[src/rtl/core/q8dp_pkg.sv]
// ============================================================================
// q8dp_pkg
// Shared types and constants for the q8 block dot product.
// ============================================================================
package q8dp_pkg;

    localparam int BLOCK_LEN_DEF = 32;   // elements per quantized block
    localparam int WEIGHT_W      = 8;
    localparam int ACT_W         = 16;
    localparam int SCALE_W       = 16;
    localparam int RESULT_W      = 44;
    localparam int MUL_A_W       = 32;   // shared multiplier, wide operand
    localparam int MUL_B_W       = 16;   // shared multiplier, narrow operand
    localparam int PROD_W        = MUL_A_W + MUL_B_W;
    localparam int ELEM_PROD_W   = WEIGHT_W + ACT_W;

    // sequencer states, one-hot
    typedef enum logic [4:0] {
        S_IDLE  = 5'b00001,
        S_MUL   = 5'b00010,
        S_ACC   = 5'b00100,
        S_SCALE = 5'b01000,
        S_EMIT  = 5'b10000
    } t_state;

    // sequencer to datapath controls
    typedef struct packed {
        logic in_ready;     // input register free
        logic mul_en;       // load product register
        logic mul_scale;    // operand select: sum * scale
        logic acc_add;      // add product to running sum
        logic acc_clr;      // clear running sum
        logic out_load;     // load output register
    } t_ctl;

endpackage

[src/rtl/core/q8dp_if.sv]
// ============================================================================
// q8dp interfaces
// Valid/ready channels for element requests and block results.
// ============================================================================
interface q8dp_in_if;
    logic               valid;
    logic               ready;
    logic signed [7:0]  weight;
    logic signed [15:0] activation;
    logic signed [15:0] block_scale;

    modport source(output valid, output weight, output activation, output block_scale,
                   input ready);
    modport sink(input valid, input weight, input activation, input block_scale,
                 output ready);
endinterface

interface q8dp_out_if;
    logic               valid;
    logic               ready;
    logic signed [43:0] dot_result;

    modport source(output valid, output dot_result, input ready);
    modport sink(input valid, input dot_result, output ready);
endinterface

[src/rtl/core/q8dp_mul.sv]
// ============================================================================
// q8dp_mul
// Shared signed 32x16 multiplier with operand select and product register.
// ============================================================================
module q8dp_mul
    import q8dp_pkg::*;
(
    input  logic                      i_clk,
    input  logic                      i_en,
    input  logic                      i_sel_scale,
    input  logic signed [WEIGHT_W-1:0] i_weight,
    input  logic signed [ACT_W-1:0]   i_activation,
    input  logic signed [MUL_A_W-1:0] i_sum,
    input  logic signed [SCALE_W-1:0] i_scale,
    output logic signed [PROD_W-1:0]  o_prod
);

    logic signed [MUL_A_W-1:0] op_a;
    logic signed [MUL_B_W-1:0] op_b;
    logic signed [PROD_W-1:0]  r_prod;
    logic signed [PROD_W-1:0]  n_prod;

    always_comb begin
        if (i_sel_scale) begin
            op_a = i_sum;
            op_b = MUL_B_W'(i_scale);
        end else begin
            op_a = MUL_A_W'(i_activation);
            op_b = MUL_B_W'(i_weight);
        end
        n_prod = PROD_W'(op_a) * PROD_W'(op_b);
    end

    always_ff @(posedge i_clk) begin
        if (i_en) begin
            r_prod <= n_prod;
        end
    end

    assign o_prod = r_prod;

endmodule

[src/rtl/core/q8dp_fsm.sv]
// ============================================================================
// q8dp_fsm
// Sequencer: element multiply, accumulate, block scale and result hand-off.
// ============================================================================
module q8dp_fsm
    import q8dp_pkg::*;
#(
    parameter int BLOCK_LEN = BLOCK_LEN_DEF
)
(
    input  logic i_clk,
    input  logic i_rst_n,
    input  logic i_in_fire,
    input  logic i_out_free,
    output t_ctl o_ctl
);

    localparam int CNT_W = (BLOCK_LEN > 1) ? $clog2(BLOCK_LEN) : 1;

    t_state           r_state, n_state;
    logic [CNT_W-1:0] r_cnt, n_cnt;
    logic             last;

    assign last = (r_cnt == CNT_W'(BLOCK_LEN - 1));

    always_comb begin
        n_state = r_state;
        n_cnt   = r_cnt;
        o_ctl   = '0;
        case (r_state)
            S_IDLE: begin
                o_ctl.in_ready = 1'b1;
                if (i_in_fire) n_state = S_MUL;
            end
            S_MUL: begin
                o_ctl.mul_en = 1'b1;
                n_state      = S_ACC;
            end
            S_ACC: begin
                o_ctl.acc_add = 1'b1;
                if (last) begin
                    n_cnt   = '0;
                    n_state = S_SCALE;
                end else begin
                    n_cnt   = r_cnt + 1'b1;
                    n_state = S_IDLE;
                end
            end
            S_SCALE: begin
                // product register takes the old sum, then the sum clears
                o_ctl.mul_en    = 1'b1;
                o_ctl.mul_scale = 1'b1;
                o_ctl.acc_clr   = 1'b1;
                n_state         = S_EMIT;
            end
            S_EMIT: begin
                if (i_out_free) begin
                    o_ctl.out_load = 1'b1;
                    n_state        = S_IDLE;
                end
            end
            default: begin
                n_state = S_IDLE;
                n_cnt   = '0;
            end
        endcase
    end

    always_ff @(posedge i_clk) begin
        if (!i_rst_n) begin
            r_state <= S_IDLE;
            r_cnt   <= '0;
        end else begin
            r_state <= n_state;
            r_cnt   <= n_cnt;
        end
    end

endmodule

[src/rtl/core/q8_block_dot_product_unit.sv]
// ============================================================================
// q8_block_dot_product_unit
// Dot product of a q8 block with fixed-point activations, scaled per block.
// ============================================================================
// Usage:
//   i_in carries one element request per handshake: int8 weight, Q8.8
//   activation and a Q4.12 block scale that is used only on the last
//   element of each block of BLOCK_LEN requests.
//   o_out carries one 44-bit result (20 fraction bits) per completed block:
//   the exact sum of weight*activation times the scale, low 44 bits.
// Timing:
//   A single shared 32x16 multiplier serves both the element products and
//   the final scaling. Each element is captured, multiplied and then
//   accumulated before the next one is taken; after the last element of a
//   block the sum is scaled and the result is loaded into the output
//   register.
// Reset: clears the element count, the running sum and the output valid.
// Stall: the result waits in the output register; the next block's elements
//   are still taken, and the unit holds only when a new result is ready while
//   the previous one has not yet been taken.
// ============================================================================
module q8_block_dot_product_unit
    import q8dp_pkg::*;
#(
    parameter int BLOCK_LEN = BLOCK_LEN_DEF
)
(
    input  logic       i_clk,
    input  logic       i_rst_n,
    q8dp_in_if.sink    i_in,
    q8dp_out_if.source o_out
);

    localparam int SUM_W = ELEM_PROD_W + ((BLOCK_LEN > 1) ? $clog2(BLOCK_LEN) : 0);

    t_ctl ctl;
    logic in_fire;
    logic out_free;

    logic signed [WEIGHT_W-1:0] r_weight;
    logic signed [ACT_W-1:0]    r_act;
    logic signed [SCALE_W-1:0]  r_scale;
    logic signed [SUM_W-1:0]    r_sum, n_sum;
    logic signed [PROD_W-1:0]   prod;
    logic signed [RESULT_W-1:0] r_result;
    logic                       r_out_valid, n_out_valid;

    assign in_fire    = i_in.valid && ctl.in_ready;
    assign out_free   = !r_out_valid || o_out.ready;
    assign i_in.ready = ctl.in_ready;

    q8dp_fsm #(.BLOCK_LEN(BLOCK_LEN)) u_fsm (
        .i_clk      (i_clk),
        .i_rst_n    (i_rst_n),
        .i_in_fire  (in_fire),
        .i_out_free (out_free),
        .o_ctl      (ctl)
    );

    q8dp_mul u_mul (
        .i_clk        (i_clk),
        .i_en         (ctl.mul_en),
        .i_sel_scale  (ctl.mul_scale),
        .i_weight     (r_weight),
        .i_activation (r_act),
        .i_sum        (MUL_A_W'(r_sum)),
        .i_scale      (r_scale),
        .o_prod       (prod)
    );

    always_comb begin
        n_sum = r_sum;
        if (ctl.acc_clr) begin
            n_sum = '0;
        end else if (ctl.acc_add) begin
            n_sum = r_sum + SUM_W'(prod);
        end
        n_out_valid = r_out_valid;
        if (ctl.out_load) begin
            n_out_valid = 1'b1;
        end else if (o_out.ready) begin
            n_out_valid = 1'b0;
        end
    end

    always_ff @(posedge i_clk) begin
        if (!i_rst_n) begin
            r_sum       <= '0;
            r_out_valid <= 1'b0;
        end else begin
            r_sum       <= n_sum;
            r_out_valid <= n_out_valid;
        end
    end

    always_ff @(posedge i_clk) begin
        if (in_fire) begin
            r_weight <= i_in.weight;
            r_act    <= i_in.activation;
            r_scale  <= i_in.block_scale;
        end
        if (ctl.out_load) begin
            r_result <= prod[RESULT_W-1:0];
        end
    end

    assign o_out.valid      = r_out_valid;
    assign o_out.dot_result = r_result;

endmodule
[src/flat_wrapper.sv]
// flat-port wrapper written by rule: the top's interface ports become plain ports
module q8_block_dot_product_unit_flat import q8dp_pkg::*;
#(
    parameter int BLOCK_LEN = BLOCK_LEN_DEF
)
  (i_clk, i_rst_n, i_in_valid, i_in_weight, i_in_activation, i_in_block_scale, i_in_ready, o_out_valid, o_out_dot_result, o_out_ready);
  q8dp_in_if i_in_i ();
  q8dp_out_if o_out_i ();
  input  logic i_clk;
  input  logic i_rst_n;
  input wire logic [$bits(i_in_i.valid)-1:0] i_in_valid;
  input wire logic [$bits(i_in_i.weight)-1:0] i_in_weight;
  input wire logic [$bits(i_in_i.activation)-1:0] i_in_activation;
  input wire logic [$bits(i_in_i.block_scale)-1:0] i_in_block_scale;
  output wire logic [$bits(i_in_i.ready)-1:0] i_in_ready;
  output wire logic [$bits(o_out_i.valid)-1:0] o_out_valid;
  output wire logic [$bits(o_out_i.dot_result)-1:0] o_out_dot_result;
  input wire logic [$bits(o_out_i.ready)-1:0] o_out_ready;
  assign i_in_i.valid = i_in_valid;
  assign i_in_i.weight = i_in_weight;
  assign i_in_i.activation = i_in_activation;
  assign i_in_i.block_scale = i_in_block_scale;
  assign i_in_ready = i_in_i.ready;
  assign o_out_valid = o_out_i.valid;
  assign o_out_dot_result = o_out_i.dot_result;
  assign o_out_i.ready = o_out_ready;
  q8_block_dot_product_unit #(.BLOCK_LEN(BLOCK_LEN)) u_core (.i_clk(i_clk), .i_rst_n(i_rst_n), .i_in(i_in_i), .o_out(o_out_i));
endmodule
[config.mk]
export PLATFORM = sky130hd
export DESIGN_NAME = q8_block_dot_product_unit_flat
export DESIGN_NICKNAME = d
export VERILOG_FILES = /design/src/rtl/core/q8dp_pkg.sv /design/src/rtl/core/q8dp_if.sv /design/src/rtl/core/q8dp_mul.sv /design/src/rtl/core/q8dp_fsm.sv /design/src/rtl/core/q8_block_dot_product_unit.sv /design/src/flat_wrapper.sv
export SDC_FILE = /design/constraint.sdc
export NUM_CORES = 1
export LEC_CHECK = 0
export ABC_AREA = 1
export ABC_CLOCK_PERIOD_IN_PS = 17400
export BUFFER_PORTS_ARGS = -buffer_cell sky130_fd_sc_hd__buf_2
export CELL_PAD_IN_SITES_DETAIL_PLACEMENT = 1
export CELL_PAD_IN_SITES_GLOBAL_PLACEMENT = 2
export CORE_MARGIN = 2
export CORE_UTILIZATION = 32
export CTS_BUF_LIST = sky130_fd_sc_hd__clkbuf_4
export DETAILED_ROUTE_END_ITERATION = 8
export HOLD_SLACK_MARGIN = 0.12
export PLACE_DENSITY = 0.77
export RECOVER_POWER = 25
export SYNTH_ARGS = -nofsm -noshare
export SYNTH_HDL_FRONTEND = slang
export SYNTH_HIERARCHICAL = 1
export SYNTH_SLANG_ARGS = --single-unit
[constraint.sdc]
create_clock -name i_clk -period 17.4 [get_ports i_clk]
set_input_delay 4.35 -clock i_clk [delete_from_list [all_inputs] [get_ports i_clk]]
set_output_delay 4.35 -clock i_clk [all_outputs]
set_load 0.02 [all_outputs]
==> results.sh <==
export IMPL_cts_tree="built"
export IMPL_portBuffers=89
export IMPL_startpoint="u_core/u_fsm/r_state[0]$_SDFFE_PN1P_"
export IMPL_rsz0062_at_grt="false"
export IMPL_drv_cap=1
export IMPL_placementRows=106
export IMPL_hold_path_depth=0
export IMPL_root_buffer="clkbuf_4"
export IMPL_cts_resized=0
export IMPL_layout_common_cells="nand2_1 (989), inv_1 (956), fa_1 (464)"
export IMPL_fmax_ghz=0.128
export IMPL_crit_path_end="u_core/u_mul/o_prod[39]$_DFFE_PP_"
export IMPL_drive_gt1_frac=0.0867
export IMPL_cts_max_path_buffers=2
export IMPL_clock_sinks=168
export IMPL_design_core_area_mm2=0.0836
export IMPL_hp_class="register to register"
export IMPL_htreeDepth=4
export IMPL_utilization=0.344
export IMPL_grt_usage=0.216
export IMPL_end_kind="register"
export IMPL_wl_um=90300
export IMPL_maxSlewHeadroom=-0.576
export IMPL_place_hpwl_um=75100
export IMPL_ant_nets=0
export IMPL_postCtsSetupRepairBufs=0
export IMPL_initial_core_util=0.323
export IMPL_cp_required_ps=17890
export IMPL_fin_skew_ps=38.3
export IMPL_firstDrtPassIters=5
export IMPL_grt_max_degree=46
export IMPL_drc=0
export IMPL_r2r_slack_ps=9600
export IMPL_crit_arrival_ps=8290
export IMPL_maxSlewViolCount=37
export IMPL_hold_buffers=0
export IMPL_worst_pin_slew_ps=2360
export IMPL_vias=21046
export IMPL_tns_ps=0
export IMPL_reg2reg_depth=25
export IMPL_fin_nets=4128
export IMPL_grt_first_pass_wirelength_um=139000
export IMPL_clk_pin_slew_ps=190
export IMPL_die_x_um=295
export IMPL_drt_iter0_markers=900
export IMPL_pre_cts_ws_ps=9480
export IMPL_violations="capacitance limit, slew limit"
export IMPL_avgSynthCellArea_um2=7.85
export IMPL_cts_buffers=17
export IMPL_die_area_mm2=0.0867
export IMPL_mostFrequentLayoutCell="nand2_1"
export IMPL_crit_fanout=40
export IMPL_critPathKind="register to register"
export IMPL_syn_instance_count=3439
export IMPL_routedWlPerCell_um=19.7
export IMPL_grt_ovfl_total=0
export IMPL_grt_pass1_vias=22962
export IMPL_syn_area_mm2=0.0270
export IMPL_report_final_hold_viol_count=0
export IMPL_setup_violations=0
export IMPL_start_kind="register"
export IMPL_mappedNetlistNets=4087
export IMPL_min_period_ps=7800
export IMPL_outcome="complete, but fails checks"
export IMPL_antenna_found_initial=7
export IMPL_io_pins=90
export IMPL_r2r_start="u_core/u_fsm/r_state[0]$_SDFFE_PN1P_"
export IMPL_worst_slack_ps=9600
export IMPL_gp_congestion=0.868
export IMPL_synth_warnings=6
export IMPL_finalCritPeriodShare=0.448
export IMPL_timing_rr_end="u_core/u_mul/o_prod[39]$_DFFE_PP_"
export IMPL_vias_per_cell=4.60
export IMPL_die_h_um=295
export IMPL_syn_to_final_growth_pct=6.33
export IMPL_clock_latency_ps=710
-- cell type report --
type	instances	area, µm²
Clock inverter	15	189
Multi-Input combinational cell	2181	18000
Tap cell	1080	1350
Fill cell	10329	54800
Timing Repair Buffer	106	569
Sequential cell	168	4640
Clock buffer	17	128
Antenna cell	1	2.50
Inverter	1006	3780
-- critical path, cell delays in order, from the launching register on --
cell,delay [ps]
dfxtp_1,380
nor2_4,170
nand3_2,150
inv_2,320
buf_4,590
nand2_1,100
nand2_1,580
buf_4,370
nand2_1,110
fa_1,560
inv_1,60
fa_1,500
fa_1,630
fa_1,460
fa_1,500
inv_1,50
fa_1,470
inv_1,40
ha_1,410
nand2_1,130
nor2_1,240
nand2_1,140
nor3_1,220
nand3b_1,190
nand4_1,130
nand2_1,50
-- layer usage --
layer / vias to the layer above / share of wire / wire length (µm) / track usage
li1: 9886 / - / - / -
met5: - / 0.00014 / 13 / 0
met2: 380 / 0.49 / 44100 / 0.372
met3: 98 / 0.036 / 3290 / 0.0251
met1: 10680 / 0.44 / 40000 / 0.283
met4: 2 / 0.032 / 2890 / 0.0702
-- registers in the layout, summed over array words and instances (netlist names) --
name	cells
u_core/o_out.dot_result	44
u_core/u_mul/o_prod	44
u_core/r_sum	29
u_core/r_act	16
u_core/r_scale	16
u_core/r_weight	8
u_core/u_fsm/r_cnt	5
u_core/u_fsm/r_state	5
u_core/o_out.valid	1
-- metrics by stage --
stage	hold WS, ps	area, µm²	cells
3_5_place_dp	413	28400	4541
5_1_grt	457	28700	4574
2_1_floorplan	400	27000	3439
6_report	446	28700	4574
4_1_cts	447	28700	4573
3_3_place_gp	403	28400	4541
-- worst min-delay path by stage --
stage                                      start                                    end  slack [ps]
3_5_place_dp   u_core/u_mul/o_prod[40]$_DFFE_PP_  u_core/o_out.dot_result[40]$_DFFE_PP_         410
3_3_place_gp   u_core/u_mul/o_prod[36]$_DFFE_PP_  u_core/o_out.dot_result[36]$_DFFE_PP_         400
6_report       u_core/u_mul/o_prod[36]$_DFFE_PP_  u_core/o_out.dot_result[36]$_DFFE_PP_         450
5_1_grt        u_core/u_mul/o_prod[32]$_DFFE_PP_  u_core/o_out.dot_result[32]$_DFFE_PP_         460
4_1_cts        u_core/u_mul/o_prod[36]$_DFFE_PP_  u_core/o_out.dot_result[36]$_DFFE_PP_         450
2_1_floorplan  u_core/u_mul/o_prod[29]$_DFFE_PP_  u_core/o_out.dot_result[29]$_DFFE_PP_         400
Power is not shown: default switching activity piles up to over one toggle a cycle in this logic, so the estimate is an artifact.
